[src/hdl/dmssl_pkg.sv]
// ----------------------------------------------------------------------------
// dmssl_pkg
// Shared types and constants for the decimating mean servo step limiter:
// register map, configuration record, divider request and response words.
// ----------------------------------------------------------------------------
package dmssl_pkg;

   // Field and datapath widths
   localparam int SAMPLE_W   = 12;
   localparam int SUM_W      = 18;
   localparam int MEAN_W     = 12;
   localparam int DUTY_W     = 16;
   localparam int WAIT_W     = 16;
   localparam int STEP_W     = 8;
   localparam int HOLD_W     = 10;
   localparam int SCALE_W    = 8;
   localparam int PROD_W     = 29;   // signed mean * span
   localparam int WPROD_W    = 24;   // diff * wait scale

   // Divide by constant: floor(n / d) = (n * ceil(2^k / d)) >> k, exact for
   // the dividend range noted with each of the shift counts used here
   localparam int DIV_W      = 28;
   localparam int RECIP_W    = 29;
   localparam int SHIFT_W    = 6;
   localparam int MPROD_W    = DIV_W + RECIP_W;

   localparam logic [MEAN_W-1:0] FULL_SCALE   = 12'd4095;
   localparam int                TENTHS_SCALE = 10;

   // duty mapping: magnitude below 2^28, divisor 4095
   localparam logic [SHIFT_W-1:0] MAP_SHIFT = 6'd40;
   localparam logic [RECIP_W-1:0] MAP_RECIP =
      RECIP_W'(((64'd1 << MAP_SHIFT) + 64'(FULL_SCALE) - 64'd1) / 64'(FULL_SCALE));

   // wait in tenths: dividend below 2^24, divisor 10
   localparam logic [SHIFT_W-1:0] TEN_SHIFT = 6'd28;
   localparam logic [RECIP_W-1:0] TEN_RECIP =
      RECIP_W'(((64'd1 << TEN_SHIFT) + 64'(TENTHS_SCALE - 1)) / 64'(TENTHS_SCALE));

   // Configuration port
   localparam int CSR_ADDR_W = 5;
   localparam int CSR_DATA_W = 32;
   localparam int CSR_IDX_W  = 3;

   localparam logic [CSR_IDX_W-1:0] REG_DUTY_AT_ZERO      = 3'd0;
   localparam logic [CSR_IDX_W-1:0] REG_DUTY_AT_FULL      = 3'd1;
   localparam logic [CSR_IDX_W-1:0] REG_STEP_LIMIT        = 3'd2;
   localparam logic [CSR_IDX_W-1:0] REG_HOLD_MS           = 3'd3;
   localparam logic [CSR_IDX_W-1:0] REG_WAIT_SCALE_TENTHS = 3'd4;

   localparam logic [DUTY_W-1:0]  RST_DUTY_AT_ZERO      = 16'd3800;
   localparam logic [DUTY_W-1:0]  RST_DUTY_AT_FULL      = 16'd1835;
   localparam logic [STEP_W-1:0]  RST_STEP_LIMIT        = 8'd7;
   localparam logic [HOLD_W-1:0]  RST_HOLD_MS           = 10'd20;
   localparam logic [SCALE_W-1:0] RST_WAIT_SCALE_TENTHS = 8'd27;

   typedef struct packed {
      logic [DUTY_W-1:0]  duty_at_zero;
      logic [DUTY_W-1:0]  duty_at_full;
      logic [STEP_W-1:0]  step_limit;
      logic [HOLD_W-1:0]  hold_ms;
      logic [SCALE_W-1:0] wait_scale_tenths;
   } cfg_type;

   typedef struct packed {
      logic               start;
      logic [DIV_W-1:0]   dividend;
      logic [RECIP_W-1:0] recip;
      logic [SHIFT_W-1:0] shift;
   } div_req_type;

   typedef struct packed {
      logic             done;
      logic [DIV_W-1:0] quotient;
   } div_rsp_type;

endpackage

[src/hdl/decimating_mean_servo_step_limiter.sv]
// ----------------------------------------------------------------------------
// decimating_mean_servo_step_limiter
// Averages groups of force-sensor samples, maps the mean onto a servo duty
// range and limits each duty move to one step, with a wait time per result.
// ----------------------------------------------------------------------------
// A sample that does not complete a group is taken while the block stays idle
// and gives no result. The sample that completes a group starts a sequence
// that runs its divisions (group mean, the two duty mappings by 4095 and,
// for an unclipped move, the wait by tenths) as reciprocal multiplications
// through one shared multiply-and-shift unit. req_stall is high for the whole
// sequence and while the finished result waits for an earlier unread word.
// The finished result sits in an output register, so the next group's
// samples are taken while it waits to be read.
// ----------------------------------------------------------------------------
module decimating_mean_servo_step_limiter
   import dmssl_pkg::*;
#(
   parameter int GROUP_SIZE = 5
)
(
   input  logic                  clock,
   input  logic                  reset,
   input  logic                  req_valid,
   output logic                  req_stall,
   input  logic [SAMPLE_W-1:0]   req_sample,
   output logic                  rsp_valid,
   input  logic                  rsp_stall,
   output logic [DUTY_W-1:0]     rsp_duty,
   output logic [WAIT_W-1:0]     rsp_wait_ms,
   output logic                  rsp_limited,
   input  logic                  psel,
   input  logic                  penable,
   input  logic                  pwrite,
   input  logic [CSR_ADDR_W-1:0] paddr,
   input  logic [CSR_DATA_W-1:0] pwdata,
   output logic [CSR_DATA_W-1:0] prdata,
   output logic                  pready
);

   localparam int                 CNT_W       = $clog2(GROUP_SIZE + 1);
   localparam logic [CNT_W-1:0]   LAST_COUNT  = CNT_W'(GROUP_SIZE - 1);
   // exact for any group sum below 2^SUM_W
   localparam logic [SHIFT_W-1:0] GROUP_SHIFT = SHIFT_W'(SUM_W + $clog2(GROUP_SIZE));
   localparam logic [RECIP_W-1:0] GROUP_RECIP =
      RECIP_W'(((64'd1 << GROUP_SHIFT) + 64'(GROUP_SIZE - 1)) / 64'(GROUP_SIZE));

   typedef enum logic [3:0] {
      S_IDLE, S_MEAN_GO, S_MEAN_WAIT, S_MAP_MUL, S_MAP_GO, S_MAP_WAIT,
      S_DIFF, S_DECIDE, S_WAIT_GO, S_WAIT_WAIT, S_EMIT
   } state_type;

   cfg_type     cfg;
   div_req_type div_req;
   div_rsp_type div_rsp;

   state_type                  state_ff;
   logic [SUM_W-1:0]           sum_ff;
   logic [CNT_W-1:0]           count_ff;
   logic [MEAN_W-1:0]          prev_mean_ff;
   logic [MEAN_W-1:0]          mean_ff;
   logic                       map_new_ff;
   logic signed [PROD_W-1:0]   prod_ff;
   logic [DUTY_W-1:0]          pre_duty_ff;
   logic [DUTY_W-1:0]          new_duty_ff;
   logic [DUTY_W-1:0]          diff_ff;
   logic                       up_ff;
   logic [WPROD_W-1:0]         wprod_ff;
   logic [DUTY_W-1:0]          res_duty_ff;
   logic [WAIT_W-1:0]          res_wait_ff;
   logic                       res_lim_ff;
   logic                       rsp_valid_ff;
   logic [DUTY_W-1:0]          rsp_duty_ff;
   logic [WAIT_W-1:0]          rsp_wait_ff;
   logic                       rsp_lim_ff;

   logic                       accept;
   logic                       out_free;
   logic [SUM_W-1:0]           sum_next;
   logic [MEAN_W-1:0]          mean_op;
   logic signed [DUTY_W:0]     span;
   logic signed [PROD_W-1:0]   map_prod;
   logic signed [PROD_W-1:0]   prod_neg;
   logic [DIV_W-1:0]           prod_mag;
   logic [DUTY_W+1:0]          mapped_sum;
   logic [DUTY_W-1:0]          mapped;
   logic                       new_up;
   logic [DUTY_W-1:0]          new_diff;
   logic [DUTY_W-1:0]          step_ext;
   logic                       small_move;
   logic [WPROD_W-1:0]         wprod;
   logic [DUTY_W-1:0]          step_duty;
   logic [WAIT_W-1:0]          wait_sat;

   dmssl_csr u_csr (
      .clock   (clock),
      .reset   (reset),
      .psel    (psel),
      .penable (penable),
      .pwrite  (pwrite),
      .paddr   (paddr),
      .pwdata  (pwdata),
      .prdata  (prdata),
      .pready  (pready),
      .cfg     (cfg)
   );

   dmssl_divider u_divider (
      .clock   (clock),
      .reset   (reset),
      .div_req (div_req),
      .div_rsp (div_rsp)
   );

   // handshakes
   assign req_stall = (state_ff != S_IDLE);
   assign accept    = req_valid && !req_stall;
   assign out_free  = !rsp_valid_ff || !rsp_stall;
   assign sum_next  = sum_ff + SUM_W'(req_sample);

   // mapping: signed mean * span, then magnitude for the divider
   assign mean_op  = map_new_ff ? mean_ff : prev_mean_ff;
   assign span     = $signed({1'b0, cfg.duty_at_full}) - $signed({1'b0, cfg.duty_at_zero});
   assign map_prod = PROD_W'($signed({1'b0, mean_op})) * PROD_W'(span);
   assign prod_neg = -prod_ff;
   assign prod_mag = prod_ff[PROD_W-1] ? prod_neg[DIV_W-1:0] : prod_ff[DIV_W-1:0];

   // duty = start +/- truncated quotient
   always_comb begin
      if (prod_ff[PROD_W-1])
         mapped_sum = {2'b00, cfg.duty_at_zero} - {2'b00, div_rsp.quotient[DUTY_W-1:0]};
      else
         mapped_sum = {2'b00, cfg.duty_at_zero} + {2'b00, div_rsp.quotient[DUTY_W-1:0]};
   end
   assign mapped = mapped_sum[DUTY_W-1:0];

   // move size and direction
   assign new_up   = new_duty_ff > pre_duty_ff;
   assign new_diff = new_up ? (new_duty_ff - pre_duty_ff) : (pre_duty_ff - new_duty_ff);

   // step decision and wait product
   assign step_ext   = DUTY_W'(cfg.step_limit);
   assign small_move = diff_ff < step_ext;
   assign wprod      = WPROD_W'(diff_ff) * WPROD_W'(cfg.wait_scale_tenths);
   assign step_duty  = up_ff ? (pre_duty_ff + step_ext) : (pre_duty_ff - step_ext);
   assign wait_sat   = (div_rsp.quotient[DIV_W-1:WAIT_W] != '0) ? '1
                       : div_rsp.quotient[WAIT_W-1:0];

   // divider requests
   always_comb begin
      div_req.start    = 1'b0;
      div_req.dividend = DIV_W'(sum_ff);
      div_req.recip    = GROUP_RECIP;
      div_req.shift    = GROUP_SHIFT;
      case (state_ff)
         S_MEAN_GO: begin
            div_req.start = 1'b1;
         end
         S_MAP_GO: begin
            div_req.start    = 1'b1;
            div_req.dividend = prod_mag;
            div_req.recip    = MAP_RECIP;
            div_req.shift    = MAP_SHIFT;
         end
         S_WAIT_GO: begin
            div_req.start    = 1'b1;
            div_req.dividend = DIV_W'(wprod_ff);
            div_req.recip    = TEN_RECIP;
            div_req.shift    = TEN_SHIFT;
         end
         default: ;
      endcase
   end

   // sequencer, state and result registers
   always_ff @(posedge clock) begin
      if (reset) begin
         state_ff     <= S_IDLE;
         sum_ff       <= '0;
         count_ff     <= '0;
         prev_mean_ff <= '0;
         rsp_valid_ff <= 1'b0;
      end else begin
         if (rsp_valid_ff && !rsp_stall && state_ff != S_EMIT)
            rsp_valid_ff <= 1'b0;
         case (state_ff)
            S_IDLE: begin
               if (accept) begin
                  sum_ff <= sum_next;
                  if (count_ff == LAST_COUNT) begin
                     count_ff <= '0;
                     state_ff <= S_MEAN_GO;
                  end else begin
                     count_ff <= count_ff + 1'b1;
                  end
               end
            end
            S_MEAN_GO: begin
               state_ff <= S_MEAN_WAIT;
            end
            S_MEAN_WAIT: begin
               if (div_rsp.done) begin
                  mean_ff    <= div_rsp.quotient[MEAN_W-1:0];
                  sum_ff     <= '0;
                  map_new_ff <= 1'b0;
                  state_ff   <= S_MAP_MUL;
               end
            end
            S_MAP_MUL: begin
               prod_ff  <= map_prod;
               state_ff <= S_MAP_GO;
            end
            S_MAP_GO: begin
               state_ff <= S_MAP_WAIT;
            end
            S_MAP_WAIT: begin
               if (div_rsp.done) begin
                  if (map_new_ff) begin
                     new_duty_ff <= mapped;
                     state_ff    <= S_DIFF;
                  end else begin
                     pre_duty_ff <= mapped;
                     map_new_ff  <= 1'b1;
                     state_ff    <= S_MAP_MUL;
                  end
               end
            end
            S_DIFF: begin
               diff_ff  <= new_diff;
               up_ff    <= new_up;
               state_ff <= S_DECIDE;
            end
            S_DECIDE: begin
               prev_mean_ff <= mean_ff;
               wprod_ff     <= wprod;
               if (small_move) begin
                  res_duty_ff <= new_duty_ff;
                  res_lim_ff  <= 1'b0;
                  state_ff    <= S_WAIT_GO;
               end else begin
                  res_duty_ff <= step_duty;
                  res_wait_ff <= WAIT_W'(cfg.hold_ms);
                  res_lim_ff  <= 1'b1;
                  state_ff    <= S_EMIT;
               end
            end
            S_WAIT_GO: begin
               state_ff <= S_WAIT_WAIT;
            end
            S_WAIT_WAIT: begin
               if (div_rsp.done) begin
                  res_wait_ff <= wait_sat;
                  state_ff    <= S_EMIT;
               end
            end
            S_EMIT: begin
               if (out_free) begin
                  rsp_valid_ff <= 1'b1;
                  rsp_duty_ff  <= res_duty_ff;
                  rsp_wait_ff  <= res_wait_ff;
                  rsp_lim_ff   <= res_lim_ff;
                  state_ff     <= S_IDLE;
               end
            end
            default: begin
               state_ff <= S_IDLE;
            end
         endcase
      end
   end

   assign rsp_valid   = rsp_valid_ff;
   assign rsp_duty    = rsp_duty_ff;
   assign rsp_wait_ms = rsp_wait_ff;
   assign rsp_limited = rsp_lim_ff;

   // a completed group starts the mean division with the counter cleared
   a_group_start: assert property (@(posedge clock) disable iff (reset)
      (accept && count_ff == LAST_COUNT) |=> (state_ff == S_MEAN_GO && count_ff == '0))
      else $error("completed group did not start the sequence");

   // a pending word is never overwritten
   a_no_overwrite: assert property (@(posedge clock) disable iff (reset)
      (state_ff == S_EMIT && rsp_valid_ff && rsp_stall) |=> state_ff == S_EMIT)
      else $error("result loaded over a pending word");

   // a new word only comes out of the emit state
   a_valid_source: assert property (@(posedge clock) disable iff (reset)
      $rose(rsp_valid_ff) |-> $past(state_ff) == S_EMIT)
      else $error("result valid raised outside emit");

endmodule

[src/hdl/dmssl_divider.sv]
// ----------------------------------------------------------------------------
// dmssl_divider
// Shared divide-by-constant unit: multiplies the dividend by a reciprocal and
// shifts the product down, with the product and then the quotient registered;
// done pulses for one cycle with the quotient held after it.
// ----------------------------------------------------------------------------
module dmssl_divider
   import dmssl_pkg::*;
(
   input  logic        clock,
   input  logic        reset,
   input  div_req_type div_req,
   output div_rsp_type div_rsp
);

   logic                 busy_ff;
   logic                 done_ff;
   logic [MPROD_W-1:0]   prod_ff;
   logic [SHIFT_W-1:0]   shift_ff;
   logic [DIV_W-1:0]     quot_ff;

   logic [MPROD_W-1:0]   prod_shifted;

   assign prod_shifted = prod_ff >> shift_ff;

   // control: a multiply step, then a shift step
   always_ff @(posedge clock) begin
      if (reset) begin
         busy_ff <= 1'b0;
         done_ff <= 1'b0;
      end else begin
         busy_ff <= div_req.start && !busy_ff;
         done_ff <= busy_ff;
      end
   end

   // datapath
   always_ff @(posedge clock) begin
      if (div_req.start && !busy_ff) begin
         prod_ff  <= MPROD_W'(div_req.dividend) * MPROD_W'(div_req.recip);
         shift_ff <= div_req.shift;
      end
      if (busy_ff)
         quot_ff <= prod_shifted[DIV_W-1:0];
   end

   assign div_rsp.done     = done_ff;
   assign div_rsp.quotient = quot_ff;

   // a new division is only requested when the unit is free
   a_start_when_free: assert property (@(posedge clock) disable iff (reset)
      div_req.start |-> !busy_ff)
      else $error("divider started while busy");

   // done follows an accepted start through the busy register
   a_fixed_latency: assert property (@(posedge clock) disable iff (reset)
      (div_req.start && !busy_ff) |-> ##2 done_ff)
      else $error("divider done not at fixed latency");

endmodule

[src/hdl/dmssl_csr.sv]
// ----------------------------------------------------------------------------
// dmssl_csr
// APB-style register file holding the mapping, step and wait settings.
// ----------------------------------------------------------------------------
module dmssl_csr
   import dmssl_pkg::*;
(
   input  logic                  clock,
   input  logic                  reset,
   input  logic                  psel,
   input  logic                  penable,
   input  logic                  pwrite,
   input  logic [CSR_ADDR_W-1:0] paddr,
   input  logic [CSR_DATA_W-1:0] pwdata,
   output logic [CSR_DATA_W-1:0] prdata,
   output logic                  pready,
   output cfg_type               cfg
);

   cfg_type                cfg_ff;
   logic                   wr_en;
   logic [CSR_IDX_W-1:0]   reg_idx;

   assign pready  = 1'b1;
   assign wr_en   = psel && penable && pwrite;
   assign reg_idx = paddr[CSR_ADDR_W-1:2];

   // register writes, unknown indexes ignored
   always_ff @(posedge clock) begin
      if (reset) begin
         cfg_ff.duty_at_zero      <= RST_DUTY_AT_ZERO;
         cfg_ff.duty_at_full      <= RST_DUTY_AT_FULL;
         cfg_ff.step_limit        <= RST_STEP_LIMIT;
         cfg_ff.hold_ms           <= RST_HOLD_MS;
         cfg_ff.wait_scale_tenths <= RST_WAIT_SCALE_TENTHS;
      end else if (wr_en) begin
         case (reg_idx)
            REG_DUTY_AT_ZERO:      cfg_ff.duty_at_zero      <= pwdata[DUTY_W-1:0];
            REG_DUTY_AT_FULL:      cfg_ff.duty_at_full      <= pwdata[DUTY_W-1:0];
            REG_STEP_LIMIT:        cfg_ff.step_limit        <= pwdata[STEP_W-1:0];
            REG_HOLD_MS:           cfg_ff.hold_ms           <= pwdata[HOLD_W-1:0];
            REG_WAIT_SCALE_TENTHS: cfg_ff.wait_scale_tenths <= pwdata[SCALE_W-1:0];
            default: ;
         endcase
      end
   end

   // read mux
   always_comb begin
      case (reg_idx)
         REG_DUTY_AT_ZERO:      prdata = CSR_DATA_W'(cfg_ff.duty_at_zero);
         REG_DUTY_AT_FULL:      prdata = CSR_DATA_W'(cfg_ff.duty_at_full);
         REG_STEP_LIMIT:        prdata = CSR_DATA_W'(cfg_ff.step_limit);
         REG_HOLD_MS:           prdata = CSR_DATA_W'(cfg_ff.hold_ms);
         REG_WAIT_SCALE_TENTHS: prdata = CSR_DATA_W'(cfg_ff.wait_scale_tenths);
         default:               prdata = '0;
      endcase
   end

   assign cfg = cfg_ff;

endmodule

[config.mk]
export PLATFORM = sky130hd
export DESIGN_NAME = decimating_mean_servo_step_limiter
export DESIGN_NICKNAME = d
export VERILOG_FILES = /design/src/hdl/dmssl_pkg.sv /design/src/hdl/decimating_mean_servo_step_limiter.sv /design/src/hdl/dmssl_divider.sv /design/src/hdl/dmssl_csr.sv
export SDC_FILE = /design/constraint.sdc
export NUM_CORES = 2
export LEC_CHECK = 0
export ABC_AREA = 1
export BUFFER_PORTS_ARGS = -buffer_cell sky130_fd_sc_hd__buf_4
export CAP_MARGIN = 0
export CELL_PAD_IN_SITES_DETAIL_PLACEMENT = 0
export CELL_PAD_IN_SITES_GLOBAL_PLACEMENT = 1
export CORE_ASPECT_RATIO = 1.2
export CORE_UTILIZATION = 49
export CTS_BUF_LIST = sky130_fd_sc_hd__clkbuf_16
export CTS_CLUSTER_SIZE = 24
export DETAILED_ROUTE_END_ITERATION = 7
export GPL_TIMING_DRIVEN = 0
export PLACE_DENSITY = 0.85
export SYNTH_ARGS = -nofsm -noshare
export SYNTH_HDL_FRONTEND = slang
export SYNTH_HIERARCHICAL = 1
export SYNTH_SLANG_ARGS = --single-unit
[constraint.sdc]
create_clock -name clock -period 7.9 [get_ports clock]
set_clock_uncertainty 0.1 [all_clocks]
set_input_delay 0.79 -clock clock [delete_from_list [all_inputs] [get_ports clock]]
set_output_delay 0.79 -clock clock [all_outputs]
set_load 0.1 [all_outputs]
Word level (Yosys, flattened, before mapping)
Index checks and enable logic that the tools add are counted.

Output and inout port bits: 68. Bits of input ports: 56. Flip-flop bits (word level): 370.

Shift-type cells: 1. Reduce and logical (&&, ||, !) cells: 36. Order comparisons: 2. Multiply operators: 3. Multiplexer cells: 33. Add/sub/neg operators: 10. Bitwise gates (word level): 2. Equal/unequal tests: 23.

Operators with widths (count): 63-bit case mux with 2 select lines (1); 16-bit two-way mux (7); 16-bit case mux with 5 select lines (1); 28-bit by 29-bit multiplier with 57-bit output (1); 57-bit by 6-bit right shift with 28-bit output (1); 16-bit subtractor (3); 4-bit case mux with 11 select lines (1); 18-bit two-way mux (2); 18-bit case mux with 2 select lines (1); 16-bit case mux with 2 select lines (1); 13-bit by 17-bit multiplier with 29-bit output (1); 28-bit two-way mux (1); 28-bit negator (1); 16-bit by 8-bit multiplier with 24-bit output (1); 4-bit two-way mux (6); 18-bit by 12-bit adder with 18-bit output (1); 2-bit AND reduction (9); 16-bit by 16-bit subtractor with 17-bit output (1); 16-bit adder (1); 16-bit by 8-bit adder with 16-bit output (1); 4-bit by 3-bit equality test with 1-bit output, second input constant (4); 16-bit greater-than comparator (1); 16-bit by 8-bit < comparator with 1-bit output (1); 4-bit AND reduction (4); other kinds (28) (58).

Depth between registers and ports, before layout
Depth in word-level cells: 6. Depth in mapped cells: 41.

Cells and area by module
The synthesis kept the hierarchy.

By module, submodules not included: dmssl_divider (instances 1, seq. area each 2772.7 um^2, cells an instance 4801, area each 34849.7 um^2); decimating_mean_servo_step_limiter (instances 1, seq. area each 6195.9 um^2, cells an instance 3376, area each 26346.5 um^2); dmssl_csr (instances 1, seq. area each 1161.1 um^2, cells an instance 457, area each 2981.6 um^2).

Least setup slack after synthesis
Ideal clock, no wire load.

Kind: register -> register. From: reg, netlist name prod_ff[0]. To: reg u_divider.prod_ff[48] (data pin). Buffers on the path: 2. Slack: 688 ps. Cell stages (with the launch flop): 36. Data arrival time: 6859 ps. Required time: 7547 ps. Period minus slack after synthesis: 7212 ps. Cell sequence: edfxtp_1 -> inv_1 -> ha_1 -> inv_1 -> nor3_4 -> nand3_1 -> nand2_1 -> nand2_2 -> o21ai_0 -> nand3_1 -> nand3_1 -> clkbuf_1 -> clkbuf_1 -> nand2_1 -> fa_1 -> inv_1 -> fa_1 -> inv_1 -> fa_1 -> inv_1 -> fa_1 -> fa_1 -> fa_1 -> inv_1 -> fa_1 -> inv_1 -> ha_1 -> nand2_1 -> nor2_1 -> inv_1 -> nor2_1 -> nand3_1 -> nor2_1 -> nand2_1 -> nand4_1 -> nand2_1.

RTL lines: end signal: assignment (RTL line dmssl_divider.sv:40) `prod_ff <= MPROD_W'(div_req.dividend) * MPROD_W'(div_req.recip);`; end: declaration (RTL line dmssl_divider.sv:18) `logic [MPROD_W-1:0] prod_ff;`.

==> summary.md <==
* **result of the run** finished clean
* **number of distinct library cells after synthesis** 63
* **Hold WC Path Type** in2reg
* **Synth Area in XOR/XNOR** 1.934%
* **via count of the first global-routing pass** 57,080
* **critical path type** reg2reg
* **post-detailed-route via-to-cell ratio** 5.334
* **P_sw** 10.93 mW
* **number of cells on the worst reg-to-reg path** 28
* **pin count of the biggest net entering global routing** 38
* **number of flip-flops and latches in the synthesized netlist** 370
* **Switching Share** 55.13%
* **total die area** 132,400 sq um
* **Filler Cells Inserted** 12,560
* **post-synthesis adder-cell area fraction** 38.66%
* **yosys warns** 6
* **overall overflow remaining after global route** 0
* **count of hold buffers inserted by post-cts repair** 0
* **total area of multi-input combinational cells** 45,690 sq um
* **average cell area after synthesis** 7.433 sq um
* **Gate Count Post-Synth** 8,634
* **family with the most delay on the worst path** adder cells
* **first-pass GRT wire length** 345.7 mm
* **count of H-tree levels built during CTS** 2
* **signal arrival time at the worst endpoint** 8.01 ns
* **count of cells along the worst hold path** 3
* **combined flip-flop and latch cell area** 10,130 sq um
* **most instantiated flip-flop cell in the synthesis netlist** sky130_fd_sc_hd__edfxtp_1
* **clock-pin slew reported for the worst setup and hold paths after clock tree synthesis** 0.06 ns
* **first-pass detailed-route iteration total** 6
* **part of the power in registers** 13.8%
* **vias** 56,510
* **multiplexer share of the synthesized area** 0.03119%
* **unrepaired setup endpoints after global routing** true
* **number of synthesized flops with an enable pin** 272
* **Final Routed Wirelength** 228.5 mm
* **critical-path cell with the highest stage delay** sky130_fd_sc_hd__fa_1
* **layout cell share with drive strength beyond 1** 10.03%
* **clock tree from TritonCTS** yes
* **count of clock tree sinks** 370
* **total DRC errors in the routed layout** 0
* **combinational group share of total power** 76.3%
* **Clock Tree Root** sky130_fd_sc_hd__clkbuf_16
* **Initial Utilization** 49.34%
* **final critical path time including I/O delays and setup** 7.785 ns
* **combinational family with the most area after synthesis** adder cells
* **Final Net Count** 10,320
* **routed wirelength normalized by instance count** 21.57 um
* **leakage power summed over all cells** 39.34 nW
* **number of I/O pins** 124
* **CP Capture Type** flip-flop
* **clock buffers created by TritonCTS** 41
* **Data required, critical path** 8.13 ns
* **worst-case headroom to the max-slew limit** 7.751%
* **Tot GR Track Use** 34.83%
* **utilization after layout** 54.91%
* **Core Footprint** 130,100 sq um
* **half-perimeter wire length after detailed placement** 190.2 mm
* **count of buffer and inverter cells on the critical path** 3
* **number of antenna violations at the first check in global routing** 7
* **post-route fraction of the period consumed by the critical path** 98.54%
* **worst slew pin tran** 1.345 ns
* **count of final max-slew check failures** 0
* **cell taking the most area after synthesis** sky130_fd_sc_hd__fa_1
* **number of endpoints failing setup at the final stage** 0
* **post-synthesis sequential area ratio** 15.78%
* **synthesis-to-layout area growth** 11.31%
* **power per unit of standard cell area** 277.5 nW/um^2
* **die span in y** 398.4 um
* **placer's final routability congestion estimate** 1.027
* **Cell Area, Synth** 64,180 sq um
* **count of max-cap constraint violations** 0
* **critical path's largest stage delay** 0.59 ns
* **ranking of synthesized cells by area** sky130_fd_sc_hd__fa_1, sky130_fd_sc_hd__nand2_1, sky130_fd_sc_hd__edfxtp_1
* **element type at the critical path start** flip-flop
* **cell row count** 145
* **relative contribution of the clock network to total power** 9.9%
* **port buffer count** 87
* **top-area cell type share of the netlist area** 30.41%
* **clock latency of the later-clocked register in the worst-skew pair** 0.62 ns
* **critical path peak fanout** 10
* **number of cells on the critical path** 28
* **chip width** 332.4 um
* **Post-synth ARST share** 0%
* **post-route antenna net violation count** 0
* **Initial DRC Count** 4,499
* **synthesized-area fraction occupied by ao, oa, aoi and oai cells** 4.800%
* **number of hold violations in the final report** 0
* **final total power** 19.82 mW
* **most frequent cell on the critical path** sky130_fd_sc_hd__fa_1
* **Internal Dissipation** 8.893 mW
* **post-synthesis share of cell area spent on and, or, nand and nor gates** 23.50%
* **Fmax achieved** 128.5 MHz
* **number of buffers on the longest clock path** 3
* **peak ir drop on the vdd network** 0.6288 mV
-- cells in the final DEF (no fill, tap or decap), types with 32 or more instances in the layout --
| master | count |
|---|---|
| sky130_fd_sc_hd__nand2_1 | 2312 |
| sky130_fd_sc_hd__nand4_1 | 56 |
| sky130_fd_sc_hd__ha_1 | 401 |
| sky130_fd_sc_hd__nor2_2 | 32 |
| sky130_fd_sc_hd__buf_4 | 223 |
| sky130_fd_sc_hd__fa_2 | 35 |
| sky130_fd_sc_hd__xor2_1 | 109 |
| sky130_fd_sc_hd__buf_6 | 33 |
| sky130_fd_sc_hd__nor2_4 | 48 |
| sky130_fd_sc_hd__clkbuf_4 | 34 |
| sky130_fd_sc_hd__nor2_1 | 423 |
| sky130_fd_sc_hd__o21ai_0 | 143 |
| sky130_fd_sc_hd__a21oi_1 | 213 |
| sky130_fd_sc_hd__fa_1 | 940 |
| sky130_fd_sc_hd__dfxtp_1 | 94 |
| sky130_fd_sc_hd__edfxtp_1 | 272 |
| sky130_fd_sc_hd__clkbuf_1 | 61 |
| sky130_fd_sc_hd__inv_2 | 40 |
| sky130_fd_sc_hd__buf_2 | 74 |
| sky130_fd_sc_hd__nand3_1 | 528 |
| sky130_fd_sc_hd__inv_1 | 2128 |
| sky130_fd_sc_hd__clkbuf_16 | 53 |
| sky130_fd_sc_hd__nand2_2 | 71 |
| sky130_fd_sc_hd__o211ai_1 | 72 |
-- sequential cells by signal, summed over array words and instances (netlist names), 18 cells and up --
signal,cells
u_csr/cfg,58
u_divider/prod_ff,57
u_divider/quot_ff,28
wprod_ff,24
prod_ff,29
sum_ff,18
-- worst reg2reg max path: cells and delay by family, from the launching register on --
kind                       cells  cell delay [ns]
buffers and inverters          3             0.54
DFF                            1             0.44
adders and majority gates      8             3.76
and+or+nand+nor               17             2.67
-- Yosys cell counts (83+ instances only) --
library cell,number
sky130_fd_sc_hd__nand2_1,2380
sky130_fd_sc_hd__inv_1,2157
sky130_fd_sc_hd__fa_1,975
sky130_fd_sc_hd__nand3_1,557
sky130_fd_sc_hd__nor2_1,482
sky130_fd_sc_hd__ha_1,423
sky130_fd_sc_hd__edfxtp_1,272
sky130_fd_sc_hd__a21oi_1,222
sky130_fd_sc_hd__clkbuf_1,164
sky130_fd_sc_hd__o21ai_0,154
sky130_fd_sc_hd__xor2_1,110
sky130_fd_sc_hd__dfxtp_1,98
sky130_fd_sc_hd__buf_1,83
-- per-stage QoR --
stage	instances	area (sq um)	setup TNS [ns]	worst slack, ns	hold slack (ns)
finish	10590	71430	0	0.1152	0.2949
detailed placement	10440	67180	-71.77	-2.050	0.3045
global route	10590	71420	-2.692	-0.1648	0.2912
floorplan	8654	64250	0	0.6883	0.3003
CTS	10550	70330	0	0.0008500	0.2695
global placement	10430	67020	-71.63	-2.064	0.3009
-- routing by layer --
metal  wire length (um)  GRT usage [%]  up-vias
met4              19150          24.16       10
met1              83510          40.23    27570
met3              13480          3.842      647
li1                   -              -    26090
met5                 57              0        -
met2             112300          60.75     2190
-- area by class of cell --
| type | count | area share [%] |
|---|---|---|
| tap | 1690 | 2.960 |
| antenna | 5 | 0.01752 |
| buffer | 358 | 3.608 |
| clock buffer | 43 | 1.506 |
| inverter | 2171 | 11.44 |
| sequential | 370 | 14.19 |
| multi-input combinational | 5756 | 63.96 |
| clock inverter | 32 | 0.3888 |
| timing repair buffer | 169 | 1.932 |
-- worst paths after layout --
path                             from                         endpoint  slack (ns)
max              prod_ff[4]$_DFFE_PP_  u_divider/prod_ff[56]$_DFFE_PP_        0.12
max reg2reg      prod_ff[4]$_DFFE_PP_  u_divider/prod_ff[56]$_DFFE_PP_        0.12
min                        pwdata[10]       u_csr/cfg[36]$_SDFFE_PP1P_        0.29
min reg2reg  res_duty_ff[2]$_DFFE_PP_            rsp_duty[2]$_DFFE_PP_        0.32
-- kinds of logic after synthesis --
logic type	count (synthesis)
and+or+nand+nor	3649
buffers and inverters	2529
adders and majority gates	1398
AOI/OAI and AO/OA	543
DFF	370
xor gates and xnor gates	140
other	3
muxes	2
-- power by group through the flow --
stage | registers, mW | logic (mW) | clock network (mW)
after floorplan | 2.73 | 8.36 | 0
after global placement | 2.78 | 12.8 | 0
after detailed placement | 2.77 | 12.8 | 0
after CTS | 2.73 | 13.9 | 1.99
after global routing | 2.75 | 16.5 | 2.06
final | 2.73 | 15.1 | 1.96
-- what timing repair did --
item / 4_1_cts / 5_1_grt
gates cloned: 1 / 2
pin swaps: 42 / 118
endpoints found under the setup margin: 52 / 47
buffers inserted: 32 / 40
gates resized for setup: 541 / 275
Note: power is estimated with default switching activity, not from simulation.
